<file path="config.mk">
export PLATFORM = sky130hd
export DESIGN_NAME = cascaded_state_variable_filter_unit_flat
export DESIGN_NICKNAME = d
export VERILOG_FILES = /design/src/sv/csvf_pkg.sv /design/src/sv/csvf_if.sv /design/src/sv/csvf_state_mem.sv /design/src/sv/csvf_cmul.sv /design/src/sv/csvf_core.sv /design/src/sv/cascaded_state_variable_filter_unit.sv /design/src/flat_wrapper.sv
export SDC_FILE = /design/constraint.sdc
export NUM_CORES = 2
export LEC_CHECK = 0
export ABC_AREA = 1
export BUFFER_PORTS_ARGS = -buffer_cell sky130_fd_sc_hd__buf_4
export CAP_MARGIN = 20
export CORE_MARGIN = 10
export CORE_UTILIZATION = 50
export CTS_BUF_LIST = sky130_fd_sc_hd__clkbuf_8
export CTS_CLUSTER_DIAMETER = 100
export DETAILED_ROUTE_END_ITERATION = 7
export HOLD_SLACK_MARGIN = 0.05
export PLACE_DENSITY_LB_ADDON = 0.12
export SLEW_MARGIN = 20
export SYNTH_ARGS = -nofsm -noshare
export SYNTH_HDL_FRONTEND = slang
export SYNTH_SLANG_ARGS = --single-unit
</file>
<file path="constraint.sdc">
create_clock -name clock -period 8.9 [get_ports clock]
set_input_delay 0.89 -clock clock [delete_from_list [all_inputs] [get_ports clock]]
set_output_delay 0.89 -clock clock [all_outputs]
set_load 0.005 [all_outputs]
</file>
<file path="src/sv/csvf_pkg.sv">
// Shared types, register indexes, mode codes and default sizes for the
// cascaded state variable filter. No dependencies.
package csvf_pkg;

   // default sizes, handed to the top level parameters
   localparam int CHANNEL_COUNT_DEF  = 2;
   localparam int MAX_STAGES_DEF     = 2;
   localparam int SAMPLE_BITS_DEF    = 24;
   localparam int COEF_FRAC_BITS_DEF = 28;

   // internal state format, signed Q8.24
   localparam int STATE_W         = 32;
   localparam int STATE_FRAC_BITS = 24;

   // configuration port
   localparam int CSR_INDEX_W = 3;
   localparam int CSR_DATA_W  = 32;

   localparam logic [CSR_INDEX_W-1:0] REG_COEF_A1     = 3'd0;
   localparam logic [CSR_INDEX_W-1:0] REG_COEF_A2     = 3'd1;
   localparam logic [CSR_INDEX_W-1:0] REG_COEF_A3     = 3'd2;
   localparam logic [CSR_INDEX_W-1:0] REG_DAMPING_K   = 3'd3;
   localparam logic [CSR_INDEX_W-1:0] REG_FILTER_MODE = 3'd4;
   localparam logic [CSR_INDEX_W-1:0] REG_TWO_STAGE   = 3'd5;
   localparam logic [CSR_INDEX_W-1:0] REG_STATE_LIMIT = 3'd6;
   localparam logic [CSR_INDEX_W-1:0] REG_ENABLED     = 3'd7;

   localparam logic [1:0] MODE_LOWPASS  = 2'd0;
   localparam logic [1:0] MODE_HIGHPASS = 2'd1;
   localparam logic [1:0] MODE_BANDPASS = 2'd2;
   localparam logic [1:0] MODE_NOTCH    = 2'd3;

   typedef struct packed {
      logic [31:0] coef_a1;
      logic [31:0] coef_a2;
      logic [31:0] coef_a3;
      logic [31:0] damping_k;
      logic [1:0]  filter_mode;
      logic        two_stage;
      logic [30:0] state_limit;
      logic        enabled;
   } cfg_type;

   localparam cfg_type CFG_RESET = '{
      coef_a1:     32'd268435456,
      coef_a2:     32'd0,
      coef_a3:     32'd0,
      damping_k:   32'd268435456,
      filter_mode: MODE_LOWPASS,
      two_stage:   1'b0,
      state_limit: 31'h7FFF_FFFF,
      enabled:     1'b1
   };

   // rounded product magnitude needs 64-frac bits; one sign bit, two of headroom
   function automatic int acc_width(input int coef_frac_bits);
      return 67 - coef_frac_bits;
   endfunction

endpackage

</file>
<file path="src/sv/csvf_if.sv">
// Stream interfaces for the sample request and result channels.
// Depends on csvf_pkg for the default sample width.
interface csvf_req_if import csvf_pkg::*; #(
   parameter int SAMPLE_BITS = SAMPLE_BITS_DEF
);
   logic                          valid;
   logic                          ready;
   logic                          channel;
   logic signed [SAMPLE_BITS-1:0] sample_in;

   modport source (output valid, output channel, output sample_in, input ready);
   modport sink   (input valid, input channel, input sample_in, output ready);
endinterface

interface csvf_rsp_if import csvf_pkg::*; #(
   parameter int SAMPLE_BITS = SAMPLE_BITS_DEF
);
   logic                          valid;
   logic                          ready;
   logic                          channel_out;
   logic signed [SAMPLE_BITS-1:0] sample_out;

   modport source (output valid, output channel_out, output sample_out, input ready);
   modport sink   (input valid, input channel_out, input sample_out, output ready);
endinterface

</file>
<file path="src/sv/csvf_state_mem.sv">
// Integrator state memory: one word {s1, s2} per stage and channel,
// registered read, valid bits so unwritten entries read zero. Uses csvf_pkg.
module csvf_state_mem import csvf_pkg::*; #(
   parameter int DEPTH = CHANNEL_COUNT_DEF * MAX_STAGES_DEF,
   localparam int ADDR_W = (DEPTH > 1) ? $clog2(DEPTH) : 1
) (
   input  logic                 clock,
   input  logic                 reset,
   input  logic                 rd_en,
   input  logic [ADDR_W-1:0]    rd_addr,
   input  logic                 wr_en,
   input  logic [ADDR_W-1:0]    wr_addr,
   input  logic [2*STATE_W-1:0] wr_data,
   output logic [2*STATE_W-1:0] rd_data
);

   logic [2*STATE_W-1:0] ram_ff [DEPTH];
   logic [2*STATE_W-1:0] rd_data_ff;
   logic [DEPTH-1:0]     valid_ff;
   logic                 rd_valid_ff;

   always_ff @(posedge clock) begin
      if (reset) begin
         valid_ff    <= '0;
         rd_valid_ff <= 1'b0;
      end else begin
         if (wr_en) begin
            valid_ff[wr_addr] <= 1'b1;
         end
         if (rd_en) begin
            rd_valid_ff <= valid_ff[rd_addr];
         end
      end
   end

   always_ff @(posedge clock) begin
      if (wr_en) begin
         ram_ff[wr_addr] <= wr_data;
      end
      if (rd_en) begin
         rd_data_ff <= ram_ff[rd_addr];
      end
   end

   // never-written entries read as the reset state
   assign rd_data = rd_valid_ff ? rd_data_ff : '0;

endmodule

</file>
<file path="src/sv/csvf_cmul.sv">
// Shared coefficient multiplier: unsigned coefficient times signed state,
// rounded half away from zero. Two register stages. Uses csvf_pkg.
module csvf_cmul import csvf_pkg::*; #(
   parameter int COEF_FRAC_BITS = COEF_FRAC_BITS_DEF,
   localparam int ACC_W = acc_width(COEF_FRAC_BITS)
) (
   input  logic                    clock,
   input  logic [31:0]             coef,
   input  logic signed [STATE_W-1:0] value,
   output logic signed [ACC_W-1:0] term
);

   localparam int RND_W = 64 - COEF_FRAC_BITS;
   localparam logic [63:0] HALF = 64'd1 << (COEF_FRAC_BITS - 1);

   logic [31:0]             mag;
   logic [63:0]             prod_ff;
   logic                    neg_ff;
   logic [63:0]             prod_rnd;
   logic [RND_W-1:0]        rnd;
   logic signed [ACC_W-1:0] rnd_ext;
   logic signed [ACC_W-1:0] term_in;
   logic signed [ACC_W-1:0] term_ff;

   // magnitude of the most negative state is 2^31, still fits unsigned
   assign mag = value[STATE_W-1] ? 32'(-value) : 32'(value);

   always_ff @(posedge clock) begin
      prod_ff <= 64'(coef) * 64'(mag);
      neg_ff  <= value[STATE_W-1];
   end

   assign prod_rnd = prod_ff + HALF;
   assign rnd      = RND_W'(prod_rnd >> COEF_FRAC_BITS);
   assign rnd_ext  = ACC_W'(rnd);
   assign term_in  = neg_ff ? -rnd_ext : rnd_ext;

   always_ff @(posedge clock) begin
      term_ff <= term_in;
   end

   assign term = term_ff;

endmodule

</file>
<file path="src/sv/csvf_core.sv">
// Filter sequencer and datapath: reads a stage's states, runs the SVF update
// through the shared multiplier, writes back and forms the response.
// Uses csvf_pkg, csvf_cmul and csvf_state_mem.
module csvf_core import csvf_pkg::*; #(
   parameter int CHANNEL_COUNT  = CHANNEL_COUNT_DEF,
   parameter int MAX_STAGES     = MAX_STAGES_DEF,
   parameter int SAMPLE_BITS    = SAMPLE_BITS_DEF,
   parameter int COEF_FRAC_BITS = COEF_FRAC_BITS_DEF
) (
   input  logic                          clock,
   input  logic                          reset,
   input  cfg_type                       cfg,
   input  logic                          in_valid,
   output logic                          in_ready,
   input  logic                          in_chan,
   input  logic signed [SAMPLE_BITS-1:0] in_sample,
   output logic                          out_valid,
   input  logic                          out_ready,
   output logic                          out_chan,
   output logic signed [SAMPLE_BITS-1:0] out_sample
);

   localparam int DEPTH  = MAX_STAGES * CHANNEL_COUNT;
   localparam int ADDR_W = (DEPTH > 1) ? $clog2(DEPTH) : 1;
   localparam int ACC_W  = acc_width(COEF_FRAC_BITS);

   // sample <-> state format alignment
   localparam int SHIFT = STATE_FRAC_BITS - (SAMPLE_BITS - 1);
   localparam int UP    = (SHIFT > 0) ? SHIFT : 0;
   localparam int DN    = (SHIFT < 0) ? -SHIFT : 0;
   localparam int OUT_W = 34 + DN;
   localparam logic signed [OUT_W-1:0] ROUND_HALF =
      OUT_W'((UP > 0) ? (64'sd1 <<< ((UP > 0) ? UP - 1 : 0)) : 64'sd0);
   localparam logic signed [OUT_W-1:0] OUT_HI = OUT_W'((64'sd1 <<< (SAMPLE_BITS - 1)) - 64'sd1);
   localparam logic signed [OUT_W-1:0] OUT_LO = OUT_W'(-(64'sd1 <<< (SAMPLE_BITS - 1)));
   localparam logic signed [ACC_W-1:0] SAT_MAX = ACC_W'(64'sd2147483647);
   localparam logic signed [ACC_W-1:0] SAT_MIN = ACC_W'(-64'sd2147483648);

   localparam logic [1:0] ST_IDLE = 2'd0;
   localparam logic [1:0] ST_RUN  = 2'd1;
   localparam logic [1:0] ST_DONE = 2'd2;

   // stage schedule; a product issued at one step reaches term through both csvf_cmul registers
   localparam int STEP_W = 4;
   localparam logic [STEP_W-1:0] STEP_READ  = 4'd0; // state read
   localparam logic [STEP_W-1:0] STEP_V3    = 4'd1; // v3, issue a1*s1
   localparam logic [STEP_W-1:0] STEP_A2V3  = 4'd2; // issue a2*v3
   localparam logic [STEP_W-1:0] STEP_V1A   = 4'd3; // issue a2*s1, acc = a1*s1
   localparam logic [STEP_W-1:0] STEP_V1B   = 4'd4; // issue a3*v3, v1
   localparam logic [STEP_W-1:0] STEP_V2A   = 4'd5; // issue k*v1, acc = s2 + a2*s1, s1'
   localparam logic [STEP_W-1:0] STEP_V2B   = 4'd6; // v2
   localparam logic [STEP_W-1:0] STEP_RESP  = 4'd7; // s2', stage response
   localparam logic [STEP_W-1:0] STEP_WRITE = 4'd8; // write back, next stage or finish
   localparam int READ_TO_WRITE = 8;

   function automatic logic signed [31:0] sat32(input logic signed [ACC_W-1:0] v);
      logic signed [31:0] r;
      if (v > SAT_MAX) r = 32'sh7FFF_FFFF;
      else if (v < SAT_MIN) r = 32'sh8000_0000;
      else r = 32'(v);
      return r;
   endfunction

   function automatic logic signed [ACC_W-1:0] ext(input logic signed [31:0] v);
      return ACC_W'(v);
   endfunction

   function automatic logic [31:0] mag32(input logic signed [31:0] v);
      return v[31] ? 32'(-v) : 32'(v);
   endfunction

   logic [1:0]        state_ff, state_in;
   logic [STEP_W-1:0] step_ff, step_in;
   logic              stage_ff, stage_in;

   logic                          chan_ff;
   logic signed [SAMPLE_BITS-1:0] res_ff;
   logic signed [31:0]            cur_ff, v3_ff, v1_ff, v2_ff, n1_ff, n2_ff;
   logic signed [ACC_W-1:0]       acc_ff;

   logic                    accept, running, last_stage;
   logic [ADDR_W-1:0]       addr;
   logic                    ch_sel;
   logic                    rd_en, wr_en, clear;
   logic [2*STATE_W-1:0]    wr_data, rd_data;
   logic signed [31:0]      s1, s2;
   logic [31:0]             mul_coef;
   logic signed [31:0]      mul_value;
   logic signed [ACC_W-1:0] term;
   logic signed [31:0]      resp;
   logic signed [63:0]      x_wide;
   logic signed [31:0]      cur_init;
   logic signed [OUT_W-1:0] out_wide;
   logic signed [SAMPLE_BITS-1:0] out_sat;

   assign accept     = in_valid && in_ready;
   assign in_ready   = (state_ff == ST_IDLE);
   assign out_valid  = (state_ff == ST_DONE);
   assign running    = (state_ff == ST_RUN);
   assign last_stage = stage_ff || !(cfg.two_stage && (MAX_STAGES >= 2));

   // channel wraps modulo the channel count for state selection
   assign ch_sel = (CHANNEL_COUNT > 1) ? chan_ff : 1'b0;
   assign addr   = ADDR_W'(int'(stage_ff) * CHANNEL_COUNT + int'(ch_sel));

   always_comb begin
      state_in = state_ff;
      step_in  = step_ff;
      stage_in = stage_ff;
      unique case (state_ff)
         ST_IDLE: begin
            if (accept) begin
               if (cfg.enabled) begin
                  state_in = ST_RUN;
                  step_in  = STEP_READ;
                  stage_in = 1'b0;
               end else begin
                  state_in = ST_DONE;
               end
            end
         end
         ST_RUN: begin
            if (step_ff == STEP_WRITE) begin
               if (last_stage) begin
                  state_in = ST_DONE;
               end else begin
                  stage_in = 1'b1;
                  step_in  = STEP_READ;
               end
            end else begin
               step_in = step_ff + STEP_W'(1);
            end
         end
         ST_DONE: begin
            if (out_ready) state_in = ST_IDLE;
         end
         default: state_in = ST_IDLE;
      endcase
   end

   always_ff @(posedge clock) begin
      if (reset) begin
         state_ff <= ST_IDLE;
         step_ff  <= STEP_READ;
         stage_ff <= 1'b0;
      end else begin
         state_ff <= state_in;
         step_ff  <= step_in;
         stage_ff <= stage_in;
      end
   end

   // sample to Q8.24
   assign x_wide   = 64'(in_sample);
   assign cur_init = 32'((x_wide <<< UP) >>> DN);

   // Q8.24 back to sample, half rounds up, then saturate
   assign out_wide = ((OUT_W'(cur_ff) + ROUND_HALF) >>> UP) <<< DN;
   assign out_sat  = (out_wide > OUT_HI) ? SAMPLE_BITS'(OUT_HI) :
                     (out_wide < OUT_LO) ? SAMPLE_BITS'(OUT_LO) : SAMPLE_BITS'(out_wide);

   assign s1 = rd_data[2*STATE_W-1:STATE_W];
   assign s2 = rd_data[STATE_W-1:0];

   always_comb begin
      unique case (step_ff)
         STEP_V3:   begin mul_coef = cfg.coef_a1;   mul_value = s1;    end
         STEP_A2V3: begin mul_coef = cfg.coef_a2;   mul_value = v3_ff; end
         STEP_V1A:  begin mul_coef = cfg.coef_a2;   mul_value = s1;    end
         STEP_V1B:  begin mul_coef = cfg.coef_a3;   mul_value = v3_ff; end
         STEP_V2A:  begin mul_coef = cfg.damping_k; mul_value = v1_ff; end
         default:   begin mul_coef = cfg.coef_a1;   mul_value = s1;    end
      endcase
   end

   always_comb begin
      unique case (cfg.filter_mode)
         MODE_LOWPASS:  resp = v2_ff;
         MODE_HIGHPASS: resp = sat32(ext(cur_ff) - term - ext(v2_ff));
         MODE_BANDPASS: resp = v1_ff;
         MODE_NOTCH:    resp = sat32(ext(cur_ff) - ext(v1_ff));
         default:       resp = v2_ff;
      endcase
   end

   always_ff @(posedge clock) begin
      if (accept) begin
         chan_ff <= in_chan;
         cur_ff  <= cur_init;
         res_ff  <= in_sample;
      end
      if (running) begin
         unique case (step_ff)
            STEP_V3:  v3_ff  <= sat32(ext(cur_ff) - ext(s2));
            STEP_V1A: acc_ff <= term;
            STEP_V1B: v1_ff  <= sat32(acc_ff + term);
            STEP_V2A: begin
               acc_ff <= ext(s2) + term;
               n1_ff  <= sat32((ext(v1_ff) <<< 1) - ext(s1));
            end
            STEP_V2B: v2_ff <= sat32(acc_ff + term);
            STEP_RESP: begin
               n2_ff  <= sat32((ext(v2_ff) <<< 1) - ext(s2));
               cur_ff <= resp;
            end
            STEP_WRITE: begin
               if (last_stage) res_ff <= out_sat;
            end
            default: ;
         endcase
      end
   end

   // runaway guard: either state past the limit clears both
   assign clear   = (mag32(n1_ff) > {1'b0, cfg.state_limit}) ||
                    (mag32(n2_ff) > {1'b0, cfg.state_limit});
   assign wr_data = clear ? '0 : {n1_ff, n2_ff};
   assign rd_en   = running && (step_ff == STEP_READ);
   assign wr_en   = running && (step_ff == STEP_WRITE);

   csvf_cmul #(
      .COEF_FRAC_BITS(COEF_FRAC_BITS)
   ) u_cmul (
      .clock (clock),
      .coef  (mul_coef),
      .value (mul_value),
      .term  (term)
   );

   csvf_state_mem #(
      .DEPTH(DEPTH)
   ) u_state_mem (
      .clock   (clock),
      .reset   (reset),
      .rd_en   (rd_en),
      .rd_addr (addr),
      .wr_en   (wr_en),
      .wr_addr (addr),
      .wr_data (wr_data),
      .rd_data (rd_data)
   );

   assign out_chan   = chan_ff;
   assign out_sample = res_ff;

   a_bypass_next: assert property (@(posedge clock) disable iff (reset)
      (accept && !cfg.enabled) |=> out_valid)
      else $error("bypassed beat not presented next cycle");

   a_run_start: assert property (@(posedge clock) disable iff (reset)
      (accept && cfg.enabled) |=> (running && step_ff == STEP_READ && !stage_ff))
      else $error("filtered beat did not start at first stage read");

   a_write_after_read: assert property (@(posedge clock) disable iff (reset)
      wr_en |-> $past(rd_en, READ_TO_WRITE))
      else $error("state write not aligned with its read");

   a_second_stage: assert property (@(posedge clock) disable iff (reset)
      (running && stage_ff) |-> (cfg.two_stage && (MAX_STAGES >= 2)))
      else $error("second stage run without cascade");

   a_result_hold: assert property (@(posedge clock) disable iff (reset)
      (out_valid && !out_ready) |=> (out_valid && $stable(res_ff) && $stable(chan_ff)))
      else $error("result changed while stalled");

endmodule

</file>
<file path="src/sv/cascaded_state_variable_filter_unit.sv">
// Cascaded stereo SVF: configuration registers, filter core, result register.
// Each request beat runs its stages in turn on the shared multiplier (or bypasses them
// when disabled); a new beat is taken only once the last result is in the result register.
// Synchronous active-high reset restores register defaults and zeroes all states.
// Uses csvf_pkg, csvf_if and csvf_core.
module cascaded_state_variable_filter_unit import csvf_pkg::*; #(
   parameter int CHANNEL_COUNT  = CHANNEL_COUNT_DEF,
   parameter int MAX_STAGES     = MAX_STAGES_DEF,
   parameter int SAMPLE_BITS    = SAMPLE_BITS_DEF,
   parameter int COEF_FRAC_BITS = COEF_FRAC_BITS_DEF
) (
   input  logic                   clock,
   input  logic                   reset,
   csvf_req_if.sink               req_bus,
   csvf_rsp_if.source             rsp_bus,
   input  logic                   csr_we,
   input  logic [CSR_INDEX_W-1:0] csr_index,
   input  logic [CSR_DATA_W-1:0]  csr_data
);

   cfg_type cfg_ff, cfg_in;

   logic                          core_out_valid;
   logic                          core_out_ready;
   logic                          core_out_chan;
   logic signed [SAMPLE_BITS-1:0] core_out_sample;

   logic                          rsp_valid_ff, rsp_valid_in;
   logic                          rsp_chan_ff;
   logic signed [SAMPLE_BITS-1:0] rsp_sample_ff;
   logic                          rsp_load;

   always_comb begin
      cfg_in = cfg_ff;
      if (csr_we) begin
         unique case (csr_index)
            REG_COEF_A1:     cfg_in.coef_a1     = csr_data;
            REG_COEF_A2:     cfg_in.coef_a2     = csr_data;
            REG_COEF_A3:     cfg_in.coef_a3     = csr_data;
            REG_DAMPING_K:   cfg_in.damping_k   = csr_data;
            REG_FILTER_MODE: cfg_in.filter_mode = csr_data[1:0];
            REG_TWO_STAGE:   cfg_in.two_stage   = csr_data[0];
            REG_STATE_LIMIT: cfg_in.state_limit = csr_data[30:0];
            REG_ENABLED:     cfg_in.enabled     = csr_data[0];
            default: ;
         endcase
      end
   end

   always_ff @(posedge clock) begin
      if (reset) begin
         cfg_ff <= CFG_RESET;
      end else begin
         cfg_ff <= cfg_in;
      end
   end

   csvf_core #(
      .CHANNEL_COUNT  (CHANNEL_COUNT),
      .MAX_STAGES     (MAX_STAGES),
      .SAMPLE_BITS    (SAMPLE_BITS),
      .COEF_FRAC_BITS (COEF_FRAC_BITS)
   ) u_core (
      .clock      (clock),
      .reset      (reset),
      .cfg        (cfg_ff),
      .in_valid   (req_bus.valid),
      .in_ready   (req_bus.ready),
      .in_chan    (req_bus.channel),
      .in_sample  (req_bus.sample_in),
      .out_valid  (core_out_valid),
      .out_ready  (core_out_ready),
      .out_chan   (core_out_chan),
      .out_sample (core_out_sample)
   );

   // output register lets the core take the next beat while a result waits
   assign core_out_ready = !rsp_valid_ff || rsp_bus.ready;
   assign rsp_load       = core_out_valid && core_out_ready;

   always_comb begin
      rsp_valid_in = rsp_valid_ff;
      if (rsp_load) rsp_valid_in = 1'b1;
      else if (rsp_bus.ready) rsp_valid_in = 1'b0;
   end

   always_ff @(posedge clock) begin
      if (reset) begin
         rsp_valid_ff <= 1'b0;
      end else begin
         rsp_valid_ff <= rsp_valid_in;
      end
   end

   always_ff @(posedge clock) begin
      if (rsp_load) begin
         rsp_chan_ff   <= core_out_chan;
         rsp_sample_ff <= core_out_sample;
      end
   end

   assign rsp_bus.valid       = rsp_valid_ff;
   assign rsp_bus.channel_out = rsp_chan_ff;
   assign rsp_bus.sample_out  = rsp_sample_ff;

endmodule

</file>
<file path="src/flat_wrapper.sv">
// flat-port wrapper written by rule: the top's interface ports become plain ports
module cascaded_state_variable_filter_unit_flat import csvf_pkg::*;
#(
   parameter int CHANNEL_COUNT  = CHANNEL_COUNT_DEF,
   parameter int MAX_STAGES     = MAX_STAGES_DEF,
   parameter int SAMPLE_BITS    = SAMPLE_BITS_DEF,
   parameter int COEF_FRAC_BITS = COEF_FRAC_BITS_DEF
)
  (clock, reset, csr_we, csr_index, csr_data, req_bus_valid, req_bus_channel, req_bus_sample_in, req_bus_ready, rsp_bus_valid, rsp_bus_channel_out, rsp_bus_sample_out, rsp_bus_ready);
  csvf_req_if #(.SAMPLE_BITS(SAMPLE_BITS)) req_bus_i ();
  csvf_rsp_if #(.SAMPLE_BITS(SAMPLE_BITS)) rsp_bus_i ();
  input  logic clock;
  input  logic reset;
  input  logic csr_we;
  input  logic [CSR_INDEX_W-1:0] csr_index;
  input  logic [CSR_DATA_W-1:0] csr_data;
  input wire logic [$bits(req_bus_i.valid)-1:0] req_bus_valid;
  input wire logic [$bits(req_bus_i.channel)-1:0] req_bus_channel;
  input wire logic [$bits(req_bus_i.sample_in)-1:0] req_bus_sample_in;
  output wire logic [$bits(req_bus_i.ready)-1:0] req_bus_ready;
  output wire logic [$bits(rsp_bus_i.valid)-1:0] rsp_bus_valid;
  output wire logic [$bits(rsp_bus_i.channel_out)-1:0] rsp_bus_channel_out;
  output wire logic [$bits(rsp_bus_i.sample_out)-1:0] rsp_bus_sample_out;
  input wire logic [$bits(rsp_bus_i.ready)-1:0] rsp_bus_ready;
  assign req_bus_i.valid = req_bus_valid;
  assign req_bus_i.channel = req_bus_channel;
  assign req_bus_i.sample_in = req_bus_sample_in;
  assign req_bus_ready = req_bus_i.ready;
  assign rsp_bus_valid = rsp_bus_i.valid;
  assign rsp_bus_channel_out = rsp_bus_i.channel_out;
  assign rsp_bus_sample_out = rsp_bus_i.sample_out;
  assign rsp_bus_i.ready = rsp_bus_ready;
  cascaded_state_variable_filter_unit #(.CHANNEL_COUNT(CHANNEL_COUNT), .MAX_STAGES(MAX_STAGES), .SAMPLE_BITS(SAMPLE_BITS), .COEF_FRAC_BITS(COEF_FRAC_BITS)) u_core (.clock(clock), .reset(reset), .req_bus(req_bus_i), .rsp_bus(rsp_bus_i), .csr_we(csr_we), .csr_index(csr_index), .csr_data(csr_data));
endmodule
</file>
* After elaboration in Yosys (flattened, before gate mapping) *
Memory sizes are Yosys's and may differ from the RTL's. A register that Yosys moved wholly into a read port is not among the register bits.
Index checks and enable logic that the tools add are counted.

storage, ports and cells
  bits in writable memories = 256
  input port bits = 65
  register bits after elaboration = 561
  output and inout port bits = 27
  memories = 1
  logic and storage cells = 181

memory list
  memory                            words  width  read ports  clocked after Yosys merged registers in  write ports  line                  RTL
  u_core.u_core.u_state_mem.ram_ff  4      64     1           1                                        1            csvf_state_mem.sv:17  logic [2*STATE_W-1:0] ram_ff [DEPTH];

cells by class
  mux-type cells = 52
  bitwise gates (word level) = 1
  add/subtract/negate cells = 16
  multiply operators = 1
  equal/unequal tests = 27
  magnitude comparators = 18
  reduce and logical (&&, ||, !) cells = 36

operators with widths
  cell                                                              number
  2-to-1 mux 32 bit                                                 15
  2-to-1 mux 24 bit                                                 6
  2-to-1 mux 64 bit                                                 2
  case mux 32 bit (4 select lines)                                  1
  negator 32 bit                                                    3
  case mux 32 bit (3 select lines)                                  1
  greater-than comparator 39 x 32 -> 1 bit (second input constant)  2
  less-than comparator 39 x 32 -> 1 bit (second input constant)     2
  case mux 39 bit (2 select lines)                                  1
  greater-than comparator 34 x 32 -> 1 bit (second input constant)  2
  less-than comparator 34 x 32 -> 1 bit (second input constant)     2
  subtractor 33 x 32 -> 34 bit                                      2
  greater-than comparator 33 x 32 -> 1 bit (second input constant)  2
  less-than comparator 33 x 32 -> 1 bit (second input constant)     2
  subtractor 32 x 32 -> 33 bit                                      2
  adder 64 x 28 -> 64 bit (second input constant)                   1
  greater-than comparator 32 x 31 -> 1 bit                          2
  multiplier 32 x 32 -> 64 bit                                      1
  case mux 32 bit (2 select lines)                                  1
  adder 32 x 39 -> 39 bit                                           1
  adder 39 bit                                                      1
  negator 36 -> 39 bit                                              1
  subtractor 32 x 39 -> 39 bit                                      1
  subtractor 39 x 32 -> 39 bit                                      1
  other kinds (40)                                                  96

* Longest topological paths before layout *
  word-level depth = 8
  mapped depth = 52
  depth with buffers taken out = 51

* Hierarchy *
A second synthesis with hierarchy kept.

second synthesis, totals
  cell total of the unflattened synthesis = 11828
  area, all modules = 90663.2 sq um

by module, submodules not included
  module                               times used  cells an instance  seq. area each (sq um)  area each (sq um)
  csvf_cmul                            1           5099               1541.5                  38575.7
  csvf_core                            1           4950               7267.0                  32506.2
  csvf_state_mem                       1           850                9709.3                  12455.7
  cascaded_state_variable_filter_unit  1           929                4033.9                  7125.6

* Worst setup path after synthesis *
No wires, ideal clock.

  path kind = reg-to-reg
  from = reg u_core.u_core.step_ff[0]
  to = reg u_core.u_core.u_cmul.prod_ff[54]
  stages on the path, launching flop included = 43
  slack = 0.722 ns
  arrival = 8.059 ns
  library setup time = 0.120 ns
  required time = 8.780 ns
  path through = dfxtp_1 inv_1 ha_1 nand2_4 nand2_4 nor2_1 nand2_1 nand3_2 inv_2 ha_1 inv_1 nor2_4 nor2_1 nand2_1 nand2_1 clkbuf_1 nor2_1 fa_1 [7 not listed] fa_1 inv_1 fa_1 inv_1 ha_1 a21oi_1 inv_1 a31oi_1 inv_1 a21oi_1 o21ai_0 a21oi_1 nand2_1 nand2_1 nand2_1 nand2_1 nand2_1 xor2_1

on the way
  longest elaborated chain between the ends = 6
  elaborated cells on any way between the ends = 11

ends and longest elaborated chain
  item                                                                                 line              RTL
  start, declared                                                                      csvf_core.sv:73   logic [STEP_W-1:0] step_ff, step_in;
  start signal, assigned                                                               csvf_core.sv:148  step_ff <= step_in;
  equality test 4 x 3 -> 1 bit / equality test 4 x 2 -> 1 bit (equally long branches)  csvf_core.sv:166  unique case (step_ff)
  OR reduction 2 bit (no source line)                                                  --
  case mux 32 bit (2 select lines)                                                     csvf_core.sv:166
  negator 32 bit                                                                       csvf_cmul.sv:26   assign mag = value[STATE_W-1] ? 32'(-value) : 32'(value);
  2-to-1 mux 32 bit                                                                    csvf_cmul.sv:26
  multiplier 32 x 32 -> 64 bit *                                                       csvf_cmul.sv:29   prod_ff <= 64'(coef) * 64'(mag);
  end signal, assigned                                                                 csvf_cmul.sv:29
  end, declared                                                                        csvf_cmul.sv:17   logic [63:0] prod_ff;

Every way passes the cells marked *; elsewhere a longest branch is shown, timed or not.
A chain may end at the register's enable or synchronous reset.

* Worst setup path in the final report *
  from = reg u_core.u_core.step_ff[1]
  to = reg u_core.u_core.u_cmul.prod_ff[54]

The elaborated chain is that of the path after synthesis.

==> metrics.cfg <==
[global_routing]
antenna_found_initial=10
gr-usage-met2_pct=52.6
met3_usage_pct=12.1
track_usage_pct=37.0
grt_max_degree=130
grt_pass1_wl_um=528000
grtUsageMet1_pct=50.9
overflow=0
grt_pass1_vias=79300
top_usage_layer=met2

[drt]
detail-route-antenna-nets=0
drt_first_iter_violations=9837
viasPerCell=5.76
drt_wl_total_um=369000
vias=82100
wire_per_inst_um=25.9
firstDrtPassIters=7
post-route-drc-count=0

[logic_synthesis]
synth_area_leaders=fa_1 (21%), edfxtp_1 (19%), nand2_1 (10%)
synthMuxAreaShare_pct=0
synth_edf_count=545
synth_compound_area_share_pct=10.2
async_reset_ff_share_pct=0
netlist.area_leader.share_pct=21.4
synth_xor_area_share_pct=3.50
synth_area_leader_cell=fa_1
ys_types=61
syn_area_per_cell_sq_um=7.92
postSynthRegisterBits=854
synth_top_family_by_area=adder cells
yosysSeqAreaShare_pct=25.7
synthAdderAreaFrac_pct=29.6
yosysWarningCount=0
synth-simple-area-share_pct=20.5
syn_inst=11100
synth-main-ff-cell=edfxtp_1
synth_nets=12700
syn-cell-area_sq_um=87800

[floorplan]
rows=153
dieWidth_um=439
io_pins=92
die_h_um=439
coreArea_sq_um=174000
start_util_pct=50.4
die_area_sq_um=193000

[layout]
stdcell_area_sq_um=102000
area_delta_synth_final_pct=16.6
drive_above_1_share_pct=13.9
final_nets=13400

[worst_setup_path]
r2r_cells=43
critical_path.top_delay_family=adder cells
critPathRequiredTime_ns=9.72
crit_slowest_cell=fa_1
crit_path_frequent_cell=fa_1
cpPeakStageDelay_ns=0.57
reg2reg_slack_ns=0.12
worst-path-buf-inv=11
crit_fanout=10
timing.rr.start=u_core.u_core.step_ff[1]
critPathLaunch=u_core.u_core.step_ff[1]
worst-setup-path-type=flop to flop
r2r_end=u_core.u_core.u_cmul.prod_ff[54]
endpoint_kind=flop
arrival_ns=9.59
crit_path_start_kind=flop

[power_and_ir_drop]
ir_drop_mv=0.180
seqPwrFrac_pct=27.4
total_power_w=0.0187
p_sw_w=0.00878
powerDensity_nw_per_um2=183
switching_share_pct=46.9
p_comb_share_pct=52.5
power_frac_clock_pct=20.1
p_int_w=0.00994
p_leak_nw=48.3

[place]
dp_hpwl_um=298000
dp_slack_ns=-0.243
placed_cell_area_sq_um=96300
place.gp.congestion=1.11
port_buffers=91

[cts]
cts_made_buffers=148
cts_sinks=854
clkTransAtPathRegs_ns=0.06
cts_hold_buf=0
htreeDepth=4
cts_root_buffer=clkbuf_8
clk_path_buf_depth=3
clock_latency_ns=0.97
tritoncts=built

[status]
status=finished, final reports clean

[sta]
fmax_mhz=114
worstMarginPinSlew_ns=1.11
worst_slack_ns=0.124
slew_headroom_pct=26.3
period_needed_ns=8.78
timing.setup.tns_ns=0
drv_slew=0
final_hold_viol_count=0
rsz0062_at_grt=yes
post-route-period-util_pct=98.6
fin_worst_skew_ns=0.0901
setup_violations=0

[min_path]
hold_depth=2
hp-class=input port to flop
worstHoldEndpoint=u_core.u_core.step_ff[1]
min_from=reset

[flow_run]
max_cap_viol_count=0

## cells in the final DEF, fill, tap and decap left out, types with 55 or more instances in the layout
cell type / n
buf_4: 778
a22oi_1: 100
a31oi_1: 60
edfxtp_1: 545
nor2_1: 1161
nor2_2: 94
ha_1: 537
clkbuf_8: 160
o211ai_1: 55
o21ai_0: 418
a21oi_1: 603
xor2_1: 247
inv_1: 1977
nand2_2: 60
buf_12: 96
dfxtp_1: 304
fa_1: 897
nand3_1: 445
inv_2: 59
nand4_1: 82
nor3_1: 91
xnor2_1: 103
nand2_1: 2292
a21oi_2: 61
## power groups by stage
| stage | logic [W] | registers [W] | clock network [W] |
|---|---|---|---|
| 3_5_place_dp | 0.00902 | 0.00519 | 0 |
| 6_report | 0.00983 | 0.00514 | 0.00375 |
| 5_1_grt | 0.0106 | 0.00513 | 0.00396 |
| 4_1_cts | 0.00923 | 0.00511 | 0.00379 |
| 3_3_place_gp | 0.00903 | 0.00519 | 0 |
| 2_1_floorplan | 0.00561 | 0.00492 | 0 |
## cell type report
type | count | area, sq um
well taps | 2325 | 2910
inverters | 2028 | 7690
repair buffers | 901 | 8300
flip-flops and latches | 854 | 22600
diodes | 14 | 35.0
multi-input cells | 7852 | 57900
clock buffers | 160 | 2200
clock inverters | 107 | 823
fillers | 16100 | 71800
## cells in the mapped netlist, drive strengths merged, types with 62 or more instances
cell type	instances
a22oi	109
xor2	248
nand2	2375
nor3	100
ha	576
nor2	1286
a31oi	62
a21oi	669
o21ai	474
inv	2007
nand3	463
xnor2	103
nand4	82
clkbuf	216
buf	138
dfxtp	309
fa	939
edfxtp	545
## worst max path at each step
stage | to | slack [ns] | cells after the start
after floorplan | u_core.u_core.u_cmul.prod_ff[54] | 0.72 | 42
after global placement | u_core.u_core.u_cmul.prod_ff[54] | -0.25 | 42
after detailed placement | u_core.u_core.u_cmul.prod_ff[54] | -0.24 | 42
after CTS | u_core.u_core.u_cmul.prod_ff[54] | 0.01 | 42
after global routing | u_core.u_core.u_cmul.prod_ff[62] | -0.16 | 45
final | u_core.u_core.u_cmul.prod_ff[54] | 0.12 | 43
## logic make-up after synthesis
logic type | count (synthesis)
adder cells (fa/ha/maj) | 1515
flip-flops | 854
buffers and inverters | 2382
AND/OR/NAND/NOR | 4413
AO/OA/AOI/OAI | 1571
XOR/XNOR | 351
## metrics by stage
step	hold slack [ns]	std cells	utilization, %
finish	0.185	14200	58.8
detailed placement	0.413	13900	55.3
global route	0.164	14200	58.8
global placement	0.414	13900	55.3
floorplan	0.409	11100	-
CTS	0.0887	14200	57.5
## state kept, by name, indices dropped and copies added (netlist names), 4 cells and up
| register | cells |
|---|---|
| u_core.cfg_ff | 163 |
| u_core.u_core.n1_ff | 32 |
| u_core.u_core.u_state_mem.ram_ff | 256 |
| u_core.u_core.u_state_mem.rd_data_ff | 64 |
| u_core.u_core.v1_ff | 32 |
| u_core.u_core.out_sample | 24 |
| u_core.u_core.v2_ff | 32 |
| u_core.u_core.acc_ff | 39 |
| u_core.u_core.step_ff | 4 |
| u_core.u_core.u_state_mem.valid_ff | 4 |
| u_core.u_core.cur_ff | 32 |
| u_core.u_core.n2_ff | 32 |
| u_core.u_core.u_cmul.prod_ff | 37 |
| u_core.u_core.u_cmul.term | 39 |
| u_core.rsp_bus.sample_out | 24 |
| u_core.u_core.v3_ff | 32 |
## what timing repair did
item                                    CTS  global route
endpoints found under the setup margin   30            37
pin swaps                                32           156
gates cloned                              4            12
hold endpoints to repair                  0             0
gates resized for setup                  96           408
setup buffers                            33            52
## layer usage
layer / share of wire, % / up-vias
li1: - / 36500
met1: 41 / 39900
met2: 41 / 4782
met3: 13 / 820
met4: 5.7 / 8
met5: 0.057 / -
## worst reg2reg max path, delay by kind of cell (launching register included)
kind	cells	cell delay (ns)
adders and majority gates	10	4.52
DFF	1	0.32
AOI/OAI and AO/OA	2	0.25
xor gates and xnor gates	1	0.14
and+or+nand+nor	19	1.92
buffers and inverters	11	1.48
Power figures use the tool's default switching activity.
